[config.mk]
export PLATFORM = sky130hd
export DESIGN_NAME = escaped_frame_encoder
export DESIGN_NICKNAME = d
export VERILOG_FILES = /design/src/rtl/core/efe_pkg.sv /design/src/rtl/core/efe_front.sv /design/src/rtl/core/efe_fifo.sv /design/src/rtl/core/efe_back.sv /design/src/rtl/core/escaped_frame_encoder.sv
export SDC_FILE = /design/constraint.sdc
export NUM_CORES = 1
export LEC_CHECK = 0
export BUFFER_PORTS_ARGS = -buffer_cell sky130_fd_sc_hd__buf_2
export CAP_MARGIN = 10
export CORE_MARGIN = 10
export CORE_UTILIZATION = 25
export CTS_CLUSTER_DIAMETER = 150
export DETAILED_ROUTE_END_ITERATION = 10
export PLACE_DENSITY = 0.39
export SYNTH_ARGS = -nofsm -noshare
export SYNTH_HDL_FRONTEND = slang
export SYNTH_SLANG_ARGS = --single-unit
[constraint.sdc]
create_clock -name clk -period 10.2 [get_ports clk]
set_input_delay 2.04 -clock clk [delete_from_list [all_inputs] [get_ports clk]]
set_output_delay 2.04 -clock clk [all_outputs]
set_load 0.02 [all_outputs]
[src/rtl/core/efe_pkg.sv]
// efe_pkg: shared types and constants of the escaped frame encoder
// used by every module of the block; depends on nothing
package efe_pkg;

    // configuration register indexes
    localparam int CFG_IDX_W = 2;
    localparam logic [CFG_IDX_W-1:0] CFG_START_MARKER = 2'd0;
    localparam logic [CFG_IDX_W-1:0] CFG_END_MARKER   = 2'd1;
    localparam logic [CFG_IDX_W-1:0] CFG_FRAME_LIMIT  = 2'd2;

    // input operation codes
    localparam logic OP_BEGIN   = 1'b0;
    localparam logic OP_PAYLOAD = 1'b1;

    // result status codes
    localparam logic [1:0] ST_OK         = 2'd0;
    localparam logic [1:0] ST_NO_FRAME   = 2'd1;
    localparam logic [1:0] ST_BEGIN_OPEN = 2'd2;
    localparam logic [1:0] ST_OVERSIZE   = 2'd3;

    // symbol kinds passed from front to back
    localparam logic [1:0] K_ERR  = 2'd0;   // error result, no frame byte
    localparam logic [1:0] K_MARK = 2'd1;   // start marker, sent raw
    localparam logic [1:0] K_DATA = 2'd2;   // framed byte, escaped as needed
    localparam logic [1:0] K_END  = 2'd3;   // end marker, sent raw, size judged

    // escape bytes
    localparam logic [7:0] ESC_LEAD  = 8'd61;
    localparam logic [7:0] ESC_OF_60 = 8'd44;
    localparam logic [7:0] ESC_OF_61 = 8'd45;
    localparam logic [7:0] ESC_OF_62 = 8'd46;
    localparam logic [7:0] RAW_60    = 8'd60;
    localparam logic [7:0] RAW_61    = 8'd61;
    localparam logic [7:0] RAW_62    = 8'd62;

    // emitted byte counter
    localparam int COUNT_W = 17;
    localparam logic [COUNT_W-1:0] COUNT_MAX = 17'h1FFFF;

    // symbol queue
    localparam int FIFO_DEPTH = 4;
    localparam int FIFO_AW    = 2;

    // one symbol between the front and the back
    typedef struct packed {
        logic [1:0] kind;
        logic [7:0] val;
        logic       last;
        logic [1:0] status;
    } efe_sym_t;

endpackage

[src/rtl/core/efe_front.sv]
// efe_front: accepts input transfers, tracks the open frame and the checksum,
// and breaks each item into symbols for the back end; depends on efe_pkg
module efe_front #(
    parameter int LENGTH_BITS = 16
) (
    input  logic             clk,
    input  logic             rst_n,
    input  logic             s_tvalid,
    output logic             s_tready,
    input  logic [39:0]      s_tdata,
    input  logic             s_tuser,
    input  logic [7:0]       sof_mark,
    input  logic [7:0]       eof_mark,
    output efe_pkg::efe_sym_t push_sym,
    output logic             push_valid,
    input  logic             push_ready
);
    import efe_pkg::*;

    localparam int LEN_W = (LENGTH_BITS < 16) ? LENGTH_BITS : 16;
    localparam logic [LEN_W-1:0] LEN_ONE = {{(LEN_W-1){1'b0}}, 1'b1};

    localparam logic [3:0] PH_IDLE = 4'd0;
    localparam logic [3:0] PH_TYPE = 4'd1;
    localparam logic [3:0] PH_SEQ  = 4'd2;
    localparam logic [3:0] PH_L3   = 4'd3;
    localparam logic [3:0] PH_L2   = 4'd4;
    localparam logic [3:0] PH_L1   = 4'd5;
    localparam logic [3:0] PH_L0   = 4'd6;
    localparam logic [3:0] PH_CSUM = 4'd7;
    localparam logic [3:0] PH_END  = 4'd8;

    logic [3:0]       phase_reg, phase_next;
    logic             open_reg, open_next;
    logic [LEN_W-1:0] remain_reg, remain_next;
    logic [7:0]       sum_reg, sum_next;
    logic [7:0]       type_reg, type_next;
    logic [7:0]       seq_reg, seq_next;
    logic [LEN_W-1:0] len_reg, len_next;

    logic [LEN_W-1:0] in_len;
    logic [31:0]      len32;
    logic [7:0]       hdr_byte;

    assign in_len = s_tdata[16+LEN_W-1:16];
    assign len32  = {{(32-LEN_W){1'b0}}, len_reg};
    assign s_tready = (phase_reg == PH_IDLE) && push_ready;

    // header byte for the current phase
    always_comb
    begin
        case (phase_reg)
            PH_TYPE: hdr_byte = type_reg;
            PH_SEQ:  hdr_byte = seq_reg;
            PH_L3:   hdr_byte = len32[31:24];
            PH_L2:   hdr_byte = len32[23:16];
            PH_L1:   hdr_byte = len32[15:8];
            PH_L0:   hdr_byte = len32[7:0];
            default: hdr_byte = 8'd0;
        endcase
    end

    // item classification and frame sequencing
    always_comb
    begin
        phase_next  = phase_reg;
        open_next   = open_reg;
        remain_next = remain_reg;
        sum_next    = sum_reg;
        type_next   = type_reg;
        seq_next    = seq_reg;
        len_next    = len_reg;
        push_valid  = 1'b0;
        push_sym    = '{kind: K_ERR, val: 8'd0, last: 1'b0, status: ST_OK};

        case (phase_reg)
            PH_IDLE:
            begin
                if (s_tvalid && push_ready)
                begin
                    push_valid = 1'b1;
                    if (s_tuser == OP_BEGIN)
                    begin
                        if (open_reg)
                        begin
                            push_sym = '{kind: K_ERR, val: 8'd0, last: 1'b1,
                                         status: ST_BEGIN_OPEN};
                        end
                        else
                        begin
                            push_sym = '{kind: K_MARK, val: sof_mark, last: 1'b0,
                                         status: ST_OK};
                            open_next   = 1'b1;
                            sum_next    = 8'd0;
                            type_next   = s_tdata[7:0];
                            seq_next    = s_tdata[15:8];
                            len_next    = in_len;
                            remain_next = in_len;
                            phase_next  = PH_TYPE;
                        end
                    end
                    else
                    begin
                        if (!open_reg)
                        begin
                            push_sym = '{kind: K_ERR, val: 8'd0, last: 1'b1,
                                         status: ST_NO_FRAME};
                        end
                        else
                        begin
                            push_sym = '{kind: K_DATA, val: s_tdata[39:32],
                                         last: (remain_reg != LEN_ONE), status: ST_OK};
                            sum_next    = sum_reg + s_tdata[39:32];
                            remain_next = remain_reg - LEN_ONE;
                            if (remain_reg == LEN_ONE)
                            begin
                                phase_next = PH_CSUM;
                            end
                        end
                    end
                end
            end
            PH_TYPE, PH_SEQ, PH_L3, PH_L2, PH_L1, PH_L0:
            begin
                if (push_ready)
                begin
                    push_valid = 1'b1;
                    sum_next   = sum_reg + hdr_byte;
                    if (phase_reg == PH_L0)
                    begin
                        push_sym = '{kind: K_DATA, val: hdr_byte,
                                     last: (len_reg != '0), status: ST_OK};
                        phase_next = (len_reg == '0) ? PH_CSUM : PH_IDLE;
                    end
                    else
                    begin
                        push_sym = '{kind: K_DATA, val: hdr_byte, last: 1'b0,
                                     status: ST_OK};
                        phase_next = phase_reg + 4'd1;
                    end
                end
            end
            PH_CSUM:
            begin
                if (push_ready)
                begin
                    push_valid = 1'b1;
                    push_sym   = '{kind: K_DATA, val: sum_reg, last: 1'b0, status: ST_OK};
                    phase_next = PH_END;
                end
            end
            PH_END:
            begin
                if (push_ready)
                begin
                    push_valid  = 1'b1;
                    push_sym    = '{kind: K_END, val: eof_mark, last: 1'b1,
                                    status: ST_OK};
                    open_next   = 1'b0;
                    sum_next    = 8'd0;
                    remain_next = '0;
                    phase_next  = PH_IDLE;
                end
            end
            default:
            begin
                phase_next = PH_IDLE;
            end
        endcase
    end

    // control state
    always_ff @(posedge clk or negedge rst_n)
    begin
        if (!rst_n)
        begin
            phase_reg  <= PH_IDLE;
            open_reg   <= 1'b0;
            remain_reg <= '0;
            sum_reg    <= 8'd0;
        end
        else
        begin
            phase_reg  <= phase_next;
            open_reg   <= open_next;
            remain_reg <= remain_next;
            sum_reg    <= sum_next;
        end
    end

    // header fields of the open frame
    always_ff @(posedge clk)
    begin
        type_reg <= type_next;
        seq_reg  <= seq_next;
        len_reg  <= len_next;
    end

endmodule

[src/rtl/core/efe_fifo.sv]
// efe_fifo: short symbol queue between the front and the back end
// depends on efe_pkg for the symbol type and the depth
module efe_fifo (
    input  logic              clk,
    input  logic              rst_n,
    input  efe_pkg::efe_sym_t push_sym,
    input  logic              push_valid,
    output logic              push_ready,
    output efe_pkg::efe_sym_t pop_sym,
    output logic              pop_valid,
    input  logic              pop_ready
);
    import efe_pkg::*;

    efe_sym_t           mem [FIFO_DEPTH];
    logic [FIFO_AW-1:0] wr_ptr_reg, wr_ptr_next;
    logic [FIFO_AW-1:0] rd_ptr_reg, rd_ptr_next;
    logic [FIFO_AW:0]   fill_reg, fill_next;
    logic               do_push, do_pop;

    assign push_ready = (fill_reg != (FIFO_AW+1)'(FIFO_DEPTH));
    assign pop_valid  = (fill_reg != '0);
    assign pop_sym    = mem[rd_ptr_reg];
    assign do_push    = push_valid && push_ready;
    assign do_pop     = pop_valid && pop_ready;

    // pointer and fill update
    always_comb
    begin
        wr_ptr_next = do_push ? wr_ptr_reg + FIFO_AW'(1) : wr_ptr_reg;
        rd_ptr_next = do_pop ? rd_ptr_reg + FIFO_AW'(1) : rd_ptr_reg;
        fill_next   = fill_reg;
        if (do_push && !do_pop)
        begin
            fill_next = fill_reg + (FIFO_AW+1)'(1);
        end
        else if (do_pop && !do_push)
        begin
            fill_next = fill_reg - (FIFO_AW+1)'(1);
        end
    end

    always_ff @(posedge clk or negedge rst_n)
    begin
        if (!rst_n)
        begin
            wr_ptr_reg <= '0;
            rd_ptr_reg <= '0;
            fill_reg   <= '0;
        end
        else
        begin
            wr_ptr_reg <= wr_ptr_next;
            rd_ptr_reg <= rd_ptr_next;
            fill_reg   <= fill_next;
        end
    end

    // storage
    always_ff @(posedge clk)
    begin
        if (do_push)
        begin
            mem[wr_ptr_reg] <= push_sym;
        end
    end

endmodule

[src/rtl/core/efe_back.sv]
// efe_back: turns queued symbols into output bytes, escaping framed bytes,
// counting the frame size and judging oversize on the end marker; depends on efe_pkg
module efe_back (
    input  logic              clk,
    input  logic              rst_n,
    input  efe_pkg::efe_sym_t pop_sym,
    input  logic              pop_valid,
    output logic              pop_ready,
    input  logic [15:0]       frame_limit,
    output logic              m_tvalid,
    input  logic              m_tready,
    output logic [7:0]        m_tdata,
    output logic [3:0]        m_tuser,
    output logic              m_tlast
);
    import efe_pkg::*;

    logic               out_valid_reg, out_valid_next;
    logic [7:0]         data_reg, data_next;
    logic [3:0]         user_reg, user_next;
    logic               last_reg, last_next;
    logic               pend_reg, pend_next;
    logic [7:0]         pend_code_reg, pend_code_next;
    logic               pend_last_reg, pend_last_next;
    logic [COUNT_W-1:0] count_reg, count_next;

    logic               load;
    logic               is_esc;
    logic [7:0]         esc_code;
    logic [COUNT_W:0]   cnt_sum;
    logic [COUNT_W-1:0] cnt_sat;
    logic [COUNT_W:0]   end_sum;
    logic [COUNT_W-1:0] end_cnt;
    logic [1:0]         end_status;

    assign load      = !out_valid_reg || m_tready;
    assign pop_ready = load && !pend_reg;

    assign m_tvalid = out_valid_reg;
    assign m_tdata  = data_reg;
    assign m_tuser  = user_reg;
    assign m_tlast  = last_reg;

    // escape detection on the queued byte
    always_comb
    begin
        is_esc   = 1'b1;
        esc_code = ESC_OF_60;
        case (pop_sym.val)
            RAW_60:  esc_code = ESC_OF_60;
            RAW_61:  esc_code = ESC_OF_61;
            RAW_62:  esc_code = ESC_OF_62;
            default: is_esc = 1'b0;
        endcase
    end

    // saturating frame size counts
    assign cnt_sum = {1'b0, count_reg} + (is_esc ? (COUNT_W+1)'(2) : (COUNT_W+1)'(1));
    assign cnt_sat = (cnt_sum > {1'b0, COUNT_MAX}) ? COUNT_MAX : cnt_sum[COUNT_W-1:0];
    assign end_sum = {1'b0, count_reg} + (COUNT_W+1)'(1);
    assign end_cnt = (end_sum > {1'b0, COUNT_MAX}) ? COUNT_MAX : end_sum[COUNT_W-1:0];
    assign end_status = (end_cnt > {1'b0, frame_limit}) ? ST_OVERSIZE : ST_OK;

    // output register load
    always_comb
    begin
        out_valid_next = out_valid_reg;
        data_next      = data_reg;
        user_next      = user_reg;
        last_next      = last_reg;
        pend_next      = pend_reg;
        pend_code_next = pend_code_reg;
        pend_last_next = pend_last_reg;
        count_next     = count_reg;

        if (load)
        begin
            if (pend_reg)
            begin
                out_valid_next = 1'b1;
                data_next      = pend_code_reg;
                user_next      = {ST_OK, 1'b0, 1'b1};
                last_next      = pend_last_reg;
                pend_next      = 1'b0;
            end
            else if (pop_valid)
            begin
                out_valid_next = 1'b1;
                case (pop_sym.kind)
                    K_ERR:
                    begin
                        data_next = 8'd0;
                        user_next = {pop_sym.status, 1'b0, 1'b0};
                        last_next = 1'b1;
                    end
                    K_MARK:
                    begin
                        data_next  = pop_sym.val;
                        user_next  = {ST_OK, 1'b0, 1'b1};
                        last_next  = pop_sym.last;
                        count_next = COUNT_W'(1);
                    end
                    K_DATA:
                    begin
                        user_next  = {ST_OK, 1'b0, 1'b1};
                        count_next = cnt_sat;
                        if (is_esc)
                        begin
                            data_next      = ESC_LEAD;
                            last_next      = 1'b0;
                            pend_next      = 1'b1;
                            pend_code_next = esc_code;
                            pend_last_next = pop_sym.last;
                        end
                        else
                        begin
                            data_next = pop_sym.val;
                            last_next = pop_sym.last;
                        end
                    end
                    K_END:
                    begin
                        data_next  = pop_sym.val;
                        user_next  = {end_status, 1'b1, 1'b1};
                        last_next  = 1'b1;
                        count_next = '0;
                    end
                    default:
                    begin
                        out_valid_next = 1'b0;
                    end
                endcase
            end
            else
            begin
                out_valid_next = 1'b0;
            end
        end
    end

    // control state
    always_ff @(posedge clk or negedge rst_n)
    begin
        if (!rst_n)
        begin
            out_valid_reg <= 1'b0;
            pend_reg      <= 1'b0;
            count_reg     <= '0;
        end
        else
        begin
            out_valid_reg <= out_valid_next;
            pend_reg      <= pend_next;
            count_reg     <= count_next;
        end
    end

    // payload registers
    always_ff @(posedge clk)
    begin
        data_reg      <= data_next;
        user_reg      <= user_next;
        last_reg      <= last_next;
        pend_code_reg <= pend_code_next;
        pend_last_reg <= pend_last_next;
    end

endmodule

[src/rtl/core/escaped_frame_encoder.sv]
// escaped_frame_encoder: top level of the byte-stuffed frame encoder
// holds the configuration registers and joins front, symbol queue and back end
// depends on efe_pkg, efe_front, efe_fifo, efe_back
//
// A begin transfer (s_tuser 0) opens a frame and yields the start marker, the type
// and sequence bytes, the length as four big-endian bytes and, for a zero length,
// the checksum and end marker too. Each payload transfer (s_tuser 1) yields one
// byte; the last one also yields the checksum and end marker. Framed bytes 60, 61
// and 62 go out as two bytes. Output runs one byte a cycle from the output
// register while m_tready is high; a payload byte gives one or two output bytes,
// and the last one of a frame adds one or two for the checksum and one for the
// end marker. The front sequencer holds the input while it sends the header
// bytes of a begin item and the checksum and end marker of a frame. A four-entry
// symbol queue lets input and output stall on their own; once it is full the
// input waits for the output.
// Oversize is flagged with status 3 on the end marker; out-of-order items give one
// result with byte_valid 0 and status 1 or 2.
module escaped_frame_encoder #(
    parameter int LENGTH_BITS = 16
) (
    input  logic        clk,
    input  logic        rst_n,
    // input stream
    input  logic        s_tvalid,
    output logic        s_tready,
    input  logic [39:0] s_tdata,   // data_type[7:0], seq_number[15:8],
                                   // frame_length[31:16], payload_byte[39:32]
    input  logic        s_tuser,   // op[0]
    // output stream
    output logic        m_tvalid,
    input  logic        m_tready,
    output logic [7:0]  m_tdata,   // out_byte[7:0]
    output logic [3:0]  m_tuser,   // byte_valid[0], frame_done[1], status[3:2]
    output logic        m_tlast,   // run_last
    // configuration writes
    input  logic        cfg_we,
    input  logic [efe_pkg::CFG_IDX_W-1:0] cfg_addr,
    input  logic [15:0] cfg_wdata
);
    import efe_pkg::*;

    logic [7:0]  sof_mark_reg;
    logic [7:0]  eof_mark_reg;
    logic [15:0] frame_limit_reg;

    efe_sym_t push_sym, pop_sym;
    logic     push_valid, push_ready;
    logic     pop_valid, pop_ready;

    // configuration registers
    always_ff @(posedge clk or negedge rst_n)
    begin
        if (!rst_n)
        begin
            sof_mark_reg    <= 8'd62;
            eof_mark_reg    <= 8'd60;
            frame_limit_reg <= 16'd2048;
        end
        else if (cfg_we)
        begin
            case (cfg_addr)
                CFG_START_MARKER: sof_mark_reg    <= cfg_wdata[7:0];
                CFG_END_MARKER:   eof_mark_reg    <= cfg_wdata[7:0];
                CFG_FRAME_LIMIT:  frame_limit_reg <= cfg_wdata;
                default:          ;
            endcase
        end
    end

    // classify items and sequence the header
    efe_front #(
        .LENGTH_BITS(LENGTH_BITS)
    ) u_front (
        .clk        (clk),
        .rst_n      (rst_n),
        .s_tvalid   (s_tvalid),
        .s_tready   (s_tready),
        .s_tdata    (s_tdata),
        .s_tuser    (s_tuser),
        .sof_mark   (sof_mark_reg),
        .eof_mark   (eof_mark_reg),
        .push_sym   (push_sym),
        .push_valid (push_valid),
        .push_ready (push_ready)
    );

    // symbol queue
    efe_fifo u_fifo (
        .clk        (clk),
        .rst_n      (rst_n),
        .push_sym   (push_sym),
        .push_valid (push_valid),
        .push_ready (push_ready),
        .pop_sym    (pop_sym),
        .pop_valid  (pop_valid),
        .pop_ready  (pop_ready)
    );

    // escaping and output
    efe_back u_back (
        .clk         (clk),
        .rst_n       (rst_n),
        .pop_sym     (pop_sym),
        .pop_valid   (pop_valid),
        .pop_ready   (pop_ready),
        .frame_limit (frame_limit_reg),
        .m_tvalid    (m_tvalid),
        .m_tready    (m_tready),
        .m_tdata     (m_tdata),
        .m_tuser     (m_tuser),
        .m_tlast     (m_tlast)
    );

endmodule

[Yosys cells after proc, flatten, opt, wreduce, memory -nomap -nowiden]
Memories as Yosys holds them, arrays and structs flattened.
Cells that the tools add are included.
Word-level totals
  bits in registers: 141
  memory bits (writable): 52
  output and inout bits: 15
  word-level logic and storage cells: 173
  memories: 1
Cells by class
  add/sub/neg operators: 10
  magnitude comparators: 3
  equality and inequality tests: 27
  muxes and demuxes: 68
  bitwise operators: 3
  reduce and logical (&&, ||, !) cells: 40
Memories
  u_fifo.mem: words 4, bits a word 13, rd ports 1, clocked after Yosys merged registers in 0, write ports 1, line efe_fifo.sv:15  | efe_sym_t mem [FIFO_DEPTH];
Operator list (count)
  2-to-1 mux 16 bit: 5
  2-to-1 mux 13 bit: 6
  2-to-1 mux 8 bit: 9
  one-hot mux 13 bit (4 select lines): 1
  one-hot mux 17 bit (3 select lines): 1
  one-hot mux 8 bit (3 select lines): 2
  2-to-1 mux 4 bit: 10
  greater-than comparator 18 x 17 -> 1 bit (second input constant): 2
  2-to-1 mux 17 bit: 2
  one-hot mux 16 bit (2 select lines): 1
  one-hot mux 8 bit (4 select lines): 1
  == test 8 x 6 -> 1 bit (second input constant): 3
  adder 17 x 1 -> 18 bit (second input constant): 1
  adder 17 x 18 -> 18 bit: 1
  greater-than comparator 17 x 16 -> 1 bit: 1
  2-to-1 mux 1 bit: 17
  adder 8 bit: 2
  == test 16 x 1 -> 1 bit (second input constant): 1
  == test 4 x 3 -> 1 bit (second input constant): 4
  zero test 16 bit: 1
  != test 16 x 1 -> 1 bit (second input constant): 1
  one-hot mux 4 bit (4 select lines): 1
  nonzero test 16 bit: 1
  subtractor 16 x 1 -> 16 bit (second input constant): 1
  other kinds (37): 76

[Longest topological paths before layout]
Gate-level depths: netlist of run 1.
  depth after elaboration: 9
  depth in mapped cells: 15
  mapped depth without buffers: 13

[Cells and area by module]
Synthesis of run 1 repeated with hierarchy kept, for this count alone.
Second synthesis, totals
  cells, all modules: 941
  area, all modules: 10323.7 um^2
By module, submodules not included
  efe_front: times used 1, cells each 442, area each 4017.6 um^2
  efe_back: times used 1, cells each 328, area each 2750.1 um^2
  efe_fifo: times used 1, cells each 103, area each 2321.0 um^2
  escaped_frame_encoder: times used 1, cells each 68, area each 1234.9 um^2

[Worst setup path before layout of run 1]
Ideal clock, no wire load.
  kind: in2reg
  from: in s_tuser
  to: mem u_fifo.mem[0][4] in the netlist's numbering, data pin
  library setup time: 0.157 ns
  data arrival time: 4.030 ns
  required time: 10.043 ns
  path slack: 6.013 ns
  cell stages on the path: 6
  path buffers: 2
  path through: clkbuf_1 > nor2b_1 > and3b_1 > clkbuf_1 > a222oi_1 > nand3_1
RTL lines
  start, declared: line escaped_frame_encoder.sv:28  | input logic s_tuser,
  end, declared: line efe_fifo.sv:15

[Worst setup path after layout of run 1]
  from: reg u_back.count_reg[3]
  to: reg u_back.user_reg[3], in the netlist u_back.m_tuser[3], data pin
On the way
  word-level cells in the longest chain between the ends: 7
RTL lines
  start, declared: line efe_back.sv:25  | logic [COUNT_W-1:0] count_reg, count_next;
  start signal, assigned: line efe_back.sv:154  | count_reg <= count_next;
  adder 17 x 1 -> 18 bit *: line efe_back.sv:60  | assign end_sum = {1'b0, count_reg} + (COUNT_W+1)'(1);
  greater-than comparator 18 x 17 -> 1 bit: line efe_back.sv:61  | assign end_cnt = (end_sum > {1'b0, COUNT_MAX}) ? COUNT_MAX : end_sum[COUNT_W-1:0];
  2-to-1 mux 17 bit *: line efe_back.sv:61
  greater-than comparator 17 x 16 -> 1 bit *: line efe_back.sv:62  | assign end_status = (end_cnt > {1'b0, frame_limit}) ? ST_OVERSIZE : ST_OK;
  2-to-1 mux 2 bit *: line efe_back.sv:62
  one-hot mux 4 bit (3 select lines) *: line efe_back.sv:89  | case (pop_sym.kind)
  2-to-1 mux 4 bit *: line efe_back.sv:86  | else if (pop_valid)
  end signal, assigned: line efe_back.sv:162  | user_reg <= user_next;
  end, declared: line efe_back.sv:20  | logic [3:0] user_reg, user_next;
Mark *: on every way between the ends. The rest lies on a longest branch, timed or not. The select of a mux whose other input is x is not followed.
A chain may end at the register's enable or synchronous reset.

==> summary.txt, run 1 <==
Status
  • Status: completed

Power
  • IR drop worst, VDD: 0.132 mV
  • Pwr Total: about 3.5 mW
  • Pwr/cell area: 300 nW/um^2
  • Leak: ~4.5 nW

Detailed routing
  • Iteration-0 DRC Markers: between 400 and 500
  • DR WL/cell: about 18 um
  • Antenna viol nets, final: 0
  • Number of remaining DRC errors: 0
  • Drt via density: around 4.7
  • DR pass1 iterations: 5
  • Via Count: around 7000
  • Final wirelength: 27400 um

Clocking
  • Worst skew pair latency: between 0.4 and 0.5 ns
  • Hold_buf cts: 0
  • CTS HTree Levels: 4
  • CTS sink cnt: about 190
  • Clock tree buffer depth: 2
  • # resized after CTS: 0
  • CTS Buf Count: 17
  • Root buffer cell: clkbuf_16
  • CTS clk-pin slew, worst paths: approximately 0.08 ns
  • # Post-CTS Setup Buffers: 0
  • CTS tree: built

Synth
  • Synthesized net count: around 1000
  • Synthesized cell area: approximately 10000 sq um
  • Synth cell types: between 60 and 70
  • Fraction of registers with async set/reset: between 40% and 50%
  • Syn Area/Cell: approximately 11 sq um
  • Post-synth EDFFs: 100
  • Synth Register Bits: 187
  • YS warnings: 0
  • Mapped Cells: roughly 900
  • Ys flop type: edfxtp_1
  • Post-synthesis sequential area ratio: 51.7%

GRT
  • Initial antenna violation count: 2
  • Vias in the first global route: around 7300
  • GRT overflow: 0
  • All-Layer GR Usage: around an eighth
  • First-pass GRT wire length: about 44000 um
  • Largest net degree at the start of global routing: 52

Final layout
  • Max reg flops: 52
  • Number of nets in the layout: ~1100
  • N_diodes: 0
  • Synthesis-to-layout area growth: 14.6%
  • Most frequent cells in the layout: edfxtp_1, nand2_1, dfrtp_1, buf_2, a21oi_1
  • Commonest non-fill, non-tap cell in the layout: edfxtp_1
  • Layout cells sized above 1: ~19%

STA
  • Clk_skew: around 0.012 ns
  • WHS: slightly above 0.5 ns
  • Max_slew headroom: 23.5%
  • Least-Margin Pin Slew: 1.14 ns
  • Tmin final: between 4 and 5 ns
  • Max Slew Vio Count: 0
  • RSZ-0062 raised after global routing: false
  • Final cycle utilization of the critical path: 45.0%
  • Setup tns final: 0 ns
  • Achievable Freq: 218 MHz
  • Final count of hold timing violations: 0
  • Post-route setup slack: around 5.6 ns
  • Final setup fails: 0

Floorplan
  • Core ar.: 39700 sq um
  • DIE WIDTH: around 220 um
  • Starting Density: 25.3%
  • Die Y: ~220 um
  • Die ar.: just under 50000 sq um
  • # IOs: around 80
  • Row count: 73

Job
  • Max Cap Viol: 0

Worst setup path
  • Critical Path Start: u_back.count_reg[3]
  • Critical Path RT: around 10 ns
  • Crit. End Element: flop
  • Startpoint class of the critical path: flop
  • CP arrival: roughly 4.8 ns
  • R2r startpoint: u_back.count_reg[3]
  • CP max FO: 12
  • Kind of critical path: reg2reg

Place
  • Post-detail-place hpwl: approximately 20000 um
  • Port bufs: about 80
  • Pre-CTS setup slack: 5.56 ns
  • RD Place Congestion: slightly below 0.8

Min path
  • Hold Crit Class: reg2reg
  • Min-Delay Startpoint: frame_limit_reg[5]
## synthesized netlist by cell type (all sizes together), types with 3 or more instances
master	number	area, sq um
edfxtp	100	3000
nand2	85	319
dfrtp	77	1930
a21oi	74	374
nor2	55	206
o21ai	53	265
ha	49	613
inv	40	150
mux2	33	372
nand3	33	165
clkbuf	31	158
a22oi	22	165
xnor2	18	158
nor3	17	85.1
mux4	13	293
xor2	13	114
and2	12	75.1
nor3b	12	90.1
buf	11	65.1
nand2b	11	68.8
o31ai	11	82.6
dfstp	10	263
a21o	8	60.1
a222oi	8	80.1
nor4	8	50.1
nor2b	7	43.8
or2	7	43.8
or3	7	43.8
or4	7	65.1
and3	6	37.5
nand4	6	37.5
a211oi	5	37.5
a31oi	5	31.3
mux2i	5	50.1
o221ai	5	50.0
fa	4	80.1
and3b	3	26.3
o211ai	3	22.5
## final timing paths
check                                       to  slack (ns)  depth (start not counted)
max                          u_back.m_tuser[3]        5.61                         12
max reg2reg                  u_back.m_tuser[3]        5.61                         12
min reg2reg                 frame_limit_reg[5]        0.51                          1
max in group asynchronous     u_front.open_reg        7.52                          2
min in group asynchronous  frame_limit_reg[10]        1.63                          1
min                         frame_limit_reg[5]        0.51                          1
## routing by layer
metal | global-route usage [%] | part of all wire, %
met3 | 2.58 | 3.8
met4 | 3.08 | 1.0
met5 | 0 | 0.098
met1 | 15.7 | 48
met2 | 18.8 | 47
## critical path: stages (launching register included)
cell       delay [ns]
dfrtp_1          0.53
nand3_1          0.36
nor3_1           1.01
nand3_1          0.19
xnor2_1          0.23
nand2_1          0.09
ha_1             0.31
nand3_1          0.11
nor4_1           0.41
o2bb2ai_1        0.16
a31oi_1          0.08
o311ai_0         0.67
a21oi_1          0.14
## per-stage QoR
step | area, sq um | util [%] | cells
2_1_floorplan | 10000 | - | 904
3_3_place_gp | 10900 | 27.5 | 1472
3_5_place_dp | 10900 | 27.5 | 1472
4_1_cts | 11500 | 29.0 | 1504
5_1_grt | 11500 | 29.0 | 1504
6_report | 11500 | 29.0 | 1504
## layout make-up
class                           count  area (sq um)
Clock buffer                       18           450
Clock inverter                     14           139
Fill cell                        4136         28200
Inverter                           40           150
Multi-Input combinational cell    635          4470
Sequential cell                   187          5190
Tap cell                          525           657
Timing Repair Buffer               85           445
## where the power goes
| part | total, mW | switching [mW] | internal, mW |
|---|---|---|---|
| Combinational | 1.50 | 0.910 | 0.594 |
| Sequential | 1.27 | 0.156 | 1.11 |
| Clock | 0.683 | 0.340 | 0.342 |
| Total | 3.46 | 1.41 | 2.05 |
## cells by family (layout without fill, tap and decap cells)
logic type / Yosys count / count (layout) / synth area share [%]
flops: 187 / 187 / 51.7
fa+ha+maj: 53 / 53 / 6.91
compound gates: 216 / 216 / 13.6
simple gates: 284 / 284 / 14.2
buf+inv: 82 / 157 / 3.72
xor+xnor: 31 / 31 / 2.71
mux: 51 / 51 / 7.12
No activity file was read; power rests on OpenSTA's default activity.
==> run 2, diff against run 1 <==
==> constraint.sdc (replaced) <==
create_clock -name clk -period 4.3 [get_ports clk]
set_input_delay 0.86 -clock clk [delete_from_list [all_inputs] [get_ports clk]]
set_output_delay 0.86 -clock clk [all_outputs]
set_load 0.02 [all_outputs]
==> run 2 against run 1 <==
Net effect:
- clock skew grew 0.0055 ns
- die area is the same
- register-to-register slack lost 5.0 ns
- sequential share of layout area shrank 0.60 points
- design area grew 1.3%
- critical path depth is the same
- largest cell class unchanged
- power grew 140%
- worst hold slack lost 0.027 ns
- first-iteration DRC count shrank 23%
- non-clock buffer count grew 17
==> summary.txt, run 2 (synthesized netlist as in run 1, its figures left out) <==
STA
  • Max Slew Vio Count: 0 (unchanged)
  • Final count of hold timing violations: 0 (unchanged)
  • Max_slew headroom: 28.5% (was 23.5%)
  • RSZ-0062 raised after global routing: false (unchanged)
  • Setup tns final: 0 ns (unchanged)
  • Final setup fails: 0 (unchanged)
  • WHS: 0.484 ns (was 0.511 ns)
  • Post-route setup slack: 0.570 ns (was 5.61 ns)
  • Least-Margin Pin Slew: 1.07 ns (was 1.14 ns)
  • Clk_skew: 0.0178 ns (was 0.0123 ns)
  • Final cycle utilization of the critical path: 86.7% (was 45.0%)
  • Tmin final: 3.73 ns (was 4.59 ns)
  • Achievable Freq: 268 MHz (was 218 MHz)

Clocking
  • CTS clk-pin slew, worst paths: 0.09 ns (was 0.08 ns)
  • CTS Buf Count: 17 (unchanged)
  • Worst skew pair latency: 0.45 ns (about the same)
  • # Post-CTS Setup Buffers: 0 (unchanged)
  • Clock tree buffer depth: 2 (unchanged)
  • CTS tree: built (unchanged)
  • # resized after CTS: 0 (unchanged)
  • CTS HTree Levels: 4 (unchanged)
  • Hold_buf cts: 0 (unchanged)
  • CTS sink cnt: 187 (unchanged)
  • Root buffer cell: clkbuf_16 (unchanged)

Place
  • Post-detail-place hpwl: 20600 um (was 20200 um)
  • Pre-CTS setup slack: 0.549 ns (was 5.56 ns)
  • Port bufs: 78 (unchanged)
  • RD Place Congestion: 0.769 (was 0.783)

Worst setup path
  • RR Endpoint: u_back.m_tuser[2] (was u_back.m_tuser[3])
  • Crit. End Element: flop (unchanged)
  • Kind of critical path: reg2reg (unchanged)
  • R2r startpoint: u_back.count_reg[3] (unchanged)
  • Critical Path Start: u_back.count_reg[3] (unchanged)
  • Worst r2r path cells: 12 (unchanged)
  • Reg2Reg Setup Slack: 0.57 ns (was 5.61 ns)
  • Startpoint class of the critical path: flop (unchanged)
  • Critical Path RT: 4.48 ns (was 10.37 ns)
  • CP max FO: 12 (unchanged)
  • CP arrival: 3.91 ns (was 4.76 ns)

Power
  • Leak: 4.61 nW (was 4.51 nW)
  • Pwr/cell area: 715 nW/um^2 (was 300 nW/um^2)
  • IR drop worst, VDD: 0.309 mV (was 0.132 mV)

Detailed routing
  • DR WL/cell: 18.1 um (was 18.3 um)
  • Iteration-0 DRC Markers: 379 (was 491)
  • Final wirelength: 27500 um (was 27400 um)
  • Number of remaining DRC errors: 0 (unchanged)
  • Antenna viol nets, final: 0 (unchanged)
  • DR pass1 iterations: 7 (was 5)
  • Via Count: 7100 (was 7039)
  • Drt via density: 4.67 (was 4.68)

GRT
  • GRT met2 Usage: 18.7% (was 18.8%)
  • GRT overflow: 0 (unchanged)
  • Met1 usage: 15.7% (about the same)
  • Initial antenna violation count: 2 (unchanged)
  • All-Layer GR Usage: 11.7% (about the same)
  • Grt met3 use: 2.59% (was 2.58%)
  • Busiest layer in global routing: met2 (unchanged)
  • Vias in the first global route: 7552 (was 7294)
  • Largest net degree at the start of global routing: 58 (was 52)
  • First-pass GRT wire length: 44100 um (was 44000 um)

Final layout
  • Layout cells sized above 1: 20.6% (was 19.2%)
  • Most frequent cells in the layout: edfxtp_1, nand2_1, dfrtp_1, buf_2, a21oi_1 (unchanged)
  • Synthesis-to-layout area growth: 16.2% (was 14.6%)
  • Commonest non-fill, non-tap cell in the layout: edfxtp_1 (unchanged)
  • Core Util, Final: 29.3% (was 29.0%)
  • Max reg flops: 52 (unchanged)
  • Number of nets in the layout: 1100 (was 1083)
  • N_diodes: 0 (unchanged)

Floorplan
  • Die Y: 220 um (unchanged)
  • Starting Density: 25.3% (unchanged)
  • # IOs: 79 (unchanged)
  • Core ar.: 39700 sq um (unchanged)
  • DIE WIDTH: 220 um (unchanged)
  • Die ar.: 48600 sq um (unchanged)
  • Row count: 73 (unchanged)

Status
  • Status: completed (unchanged)

Job
  • Max Cap Viol: 0 (unchanged)

Min path
  • Hold Crit Class: in2async (was reg2reg)
-- run 2: cell types whose count changed in the layout (fill, tap and decap cells not counted) --
cell,delta
clkbuf_16,+1
inv_4,-1
inv_8,-1
clkinv_8,-1
buf_4,+17
clkinv_2,+1
bufinv_16,+1
-- run 2: worst max path at each step --
stage | to | slack [ns] | depth (start not counted)
after floorplan | u_back.m_tuser[3] | 0.87 | 14
after global placement | u_back.count_reg[7] | 0.65 | 13
after detailed placement | u_back.m_tuser[2] | 0.55 | 12
after CTS | u_back.m_tuser[2] | 0.53 | 12
after global routing | u_back.m_tuser[2] | 0.11 | 12
final | u_back.m_tuser[2] | 0.57 | 12
-- run 2: routing by layer --
metal | wire (um) | part of all wire, %
met4 | 329 | 1.2
met1 | 13400 | 49
met3 | 947 | 3.4
met5 | 18 | 0.065
met2 | 12800 | 47
-- run 2: power by group --
group | internal (mW) | switching (mW)
combinational | 1.47 | 2.19
clock | 0.895 | 0.783
sequential | 2.64 | 0.347
total | 5.01 | 3.32
-- run 2: final cells by class --
| class | instances | area [sq um] |
|---|---|---|
| fill | 4116 | 28100 |
| sequential | 187 | 5190 |
| multi-input combinational | 635 | 4470 |
| tap | 525 | 657 |
| timing repair buffer | 102 | 573 |
| clock buffer | 19 | 475 |
| inverter | 40 | 150 |
| clock inverter | 13 | 140 |
-- run 2: worst max-delay path: stages, from the launching register on --
cell	delay, ns
dfrtp_1	0.55
nand3_1	0.23
nor2_1	0.18
nand2_1	0.08
or4_1	0.61
nand2_1	0.13
ha_1	0.26
a21oi_1	0.15
a21oi_1	0.07
a2111oi_0	0.38
a31oi_1	0.21
o311ai_0	0.46
a21oi_1	0.14
-- run 2: metrics by stage --
step | cells | instance area [sq um] | total power [mW]
final | 1521 | 11700 | 8.34
after global routing | 1521 | 11700 | 9.06
after CTS | 1521 | 11700 | 8.49
after detailed placement | 1489 | 11000 | 6.78
after global placement | 1489 | 11000 | 6.77
after floorplan | 904 | 10000 | 5.58
==> run 3, diff against run 2 <==
--- a/config.mk
+++ b/config.mk
@@ -5,7 +5,7 @@
 export SDC_FILE = /design/constraint.sdc
 export NUM_CORES = 1
 export LEC_CHECK = 0
-export BUFFER_PORTS_ARGS = -buffer_cell sky130_fd_sc_hd__buf_2
+export BUFFER_PORTS_ARGS = -buffer_cell sky130_fd_sc_hd__buf_4
 export CAP_MARGIN = 10
 export CORE_MARGIN = 10
 export CORE_UTILIZATION = 25
==> run 3 against run 2 <==
Net effect:
- global-route usage about the same
- sequential share of layout area decreased by 0.51 points
- routed wire length up 0.47%
- combinational power grew 1%
- fmax increased by 1.1%
- worst hold slack got worse by 0.018 ns
- sequential power about the same
- critical path type unchanged
==> summary.txt, run 3 (synthesized netlist as in run 1, its figures left out) <==
Power
  • Sw power: 3.34 mW (was 3.32 mW)
  • Combinational group share of total power: 44.8% (was 44.0%)
  • IR drop worst, VDD: 0.300 mV (was 0.309 mV)
  • Pwr/cell area: 703 nW/um^2 (was 715 nW/um^2)
  • Sequential Power Share: 36.2% (was 35.9%)
  • Internal power: 4.95 mW (was 5.01 mW)
  • Leak: 4.64 nW (was 4.61 nW)
  • Clk pwr share: 19.0% (was 20.1%)
  • Pwr Total: 8.29 mW (was 8.34 mW)
  • Sw frac: 40.3% (was 39.9%)

Worst setup path
  • CP Cell Sequence: nand3_1 > nor2_1 > nand2_1 > or4_1 > nand2_1 > ha_1 > a21oi_1 > a21oi_1 > a2111oi_0 > a31oi_1 > o311ai_0 > a21oi_1 (unchanged)
  • CP arrival: 3.87 ns (was 3.91 ns)
  • Reg2Reg Setup Slack: 0.61 ns (was 0.57 ns)
  • Buf/Inv on CP: 0 (unchanged)
  • R2r startpoint: u_back.count_reg[7] (was u_back.count_reg[3])
  • RR Endpoint: u_back.m_tuser[3] (was u_back.m_tuser[2])
  • Kind of critical path: reg2reg (unchanged)
  • Delay-heaviest family, CP: compound AO/OA/AOI/OAI gates (unchanged)
  • Most used cell, CP: a21oi_1 (unchanged)
  • Worst r2r path cells: 12 (unchanged)
  • CP max FO: 12 (unchanged)
  • Startpoint class of the critical path: flop (unchanged)
  • Critical Path RT: 4.48 ns (about the same)
  • Worst path max stage delay: 0.62 ns (was 0.61 ns)
  • Crit. End Element: flop (unchanged)
  • Slowest CP cell: or4_1 (unchanged)

Floorplan
  • Starting Density: 25.3% (unchanged)
  • # IOs: 79 (unchanged)
  • Die Y: 220 um (unchanged)
  • DIE WIDTH: 220 um (unchanged)
  • Core ar.: 39700 sq um (unchanged)
  • Die ar.: 48600 sq um (unchanged)
  • Row count: 73 (unchanged)

STA
  • Post-route setup slack: 0.611 ns (was 0.570 ns)
  • Setup tns final: 0 ns (unchanged)
  • Achievable Freq: 271 MHz (was 268 MHz)
  • Final cycle utilization of the critical path: 85.8% (was 86.7%)
  • Max_slew headroom: 26.7% (was 28.5%)
  • Tmin final: 3.69 ns (was 3.73 ns)
  • Clk_skew: 0.0152 ns (was 0.0178 ns)
  • RSZ-0062 raised after global routing: false (unchanged)
  • Final count of hold timing violations: 0 (unchanged)
  • WHS: 0.466 ns (was 0.484 ns)
  • Final setup fails: 0 (unchanged)
  • Least-Margin Pin Slew: 1.10 ns (was 1.07 ns)
  • Max Slew Vio Count: 0 (unchanged)

Final layout
  • Post-route insts no fill: 1520 (was 1521)
  • Synthesis-to-layout area growth: 17.5% (was 16.2%)
  • N_diodes: 0 (unchanged)
  • Number of nets in the layout: 1099 (was 1100)
  • Post-route cell area: 11800 sq um (was 11700 sq um)
  • Commonest non-fill, non-tap cell in the layout: buf_4 (was edfxtp_1)
  • Most frequent cells in the layout: buf_4, edfxtp_1, nand2_1, dfrtp_1, a21oi_1 (was edfxtp_1, nand2_1, dfrtp_1, buf_2, a21oi_1)
  • Max reg flops: 52 (unchanged)
  • Layout cells sized above 1: 20.5% (was 20.6%)
  • Core Util, Final: 29.7% (was 29.3%)

Job
  • Max Cap Viol: 0 (unchanged)

Detailed routing
  • Antenna viol nets, final: 0 (unchanged)
  • Iteration-0 DRC Markers: 378 (was 379)
  • DR WL/cell: 18.2 um (was 18.1 um)
  • Final wirelength: 27600 um (was 27500 um)
  • Drt via density: 4.66 (was 4.67)
  • DR pass1 iterations: 5 (was 7)
  • Number of remaining DRC errors: 0 (unchanged)
  • Via Count: 7089 (was 7100)

Clocking
  • CTS tree: built (unchanged)
  • # Post-CTS Setup Buffers: 0 (unchanged)
  • Root buffer cell: clkbuf_16 (unchanged)
  • Hold_buf cts: 0 (unchanged)
  • # resized after CTS: 0 (unchanged)
  • CTS Buf Count: 17 (unchanged)
  • CTS sink cnt: 187 (unchanged)
  • CTS clk-pin slew, worst paths: 0.08 ns (was 0.09 ns)
  • CTS HTree Levels: 4 (unchanged)
  • Worst skew pair latency: 0.45 ns (about the same)
  • Clock tree buffer depth: 2 (unchanged)

GRT
  • Initial antenna violation count: 0 (was 2)
  • Vias in the first global route: 7337 (was 7552)
  • All-Layer GR Usage: 11.7% (about the same)
  • First-pass GRT wire length: 43800 um (was 44100 um)
  • Largest net degree at the start of global routing: 57 (was 58)
  • GRT overflow: 0 (unchanged)

Status
  • Status: completed (unchanged)

Place
  • RD Place Congestion: 0.779 (was 0.769)
  • Placed insts: 1488 (was 1489)
  • Port bufs: 78 (unchanged)
  • Placed Area: 11200 sq um (was 11000 sq um)
  • Post-detail-place hpwl: 20700 um (was 20600 um)
  • Pre-CTS setup slack: 0.601 ns (was 0.549 ns)

Min path
  • Hold Crit Class: in2async (unchanged)
==> run 3: power groups by stage <==
stage / clock network [mW] / logic (mW) / registers, mW
3_3_place_gp: 0 / 3.80 / 3.04
6_report: 1.58 / 3.72 / 3.00
2_1_floorplan: 0 / 2.61 / 2.98
4_1_cts: 1.63 / 3.80 / 3.01
3_5_place_dp: 0 / 3.78 / 3.05
5_1_grt: 1.71 / 4.23 / 3.09
==> run 3: layer usage <==
layer | part of all wire [%] | track usage (%) | up-vias
li1 | - | - | 3519
met1 | 49 | 15.6 | 3454
met2 | 47 | 18.7 | 96
met3 | 3.5 | 2.72 | 20
met4 | 0.92 | 2.99 | 0
met5 | 0 | 0 | -
==> run 3: layout make-up <==
type / instances / area, sq um
clock buffer: 18 / 439
clock inverter: 14 / 128
fill: 4112 / 27900
inverter: 40 / 150
multi-input combinational: 635 / 4470
sequential: 187 / 5190
tap: 525 / 657
timing repair buffer: 101 / 758
==> run 3: worst max-delay path by stage <==
| stage | start | end | slack, ns | cells past startpoint |
|---|---|---|---|---|
| 2_1_floorplan | u_back.count_reg[3] | u_back.m_tuser[3] | 0.87 | 14 |
| 3_3_place_gp | u_back.count_reg[3] | u_back.m_tuser[3] | 0.74 | 12 |
| 3_5_place_dp | u_back.count_reg[3] | u_back.m_tuser[3] | 0.60 | 12 |
| 4_1_cts | u_back.count_reg[3] | u_back.m_tuser[3] | 0.59 | 12 |
| 5_1_grt | u_back.count_reg[3] | u_back.m_tuser[3] | 0.22 | 12 |
| 6_report | u_back.count_reg[7] | u_back.m_tuser[3] | 0.61 | 12 |
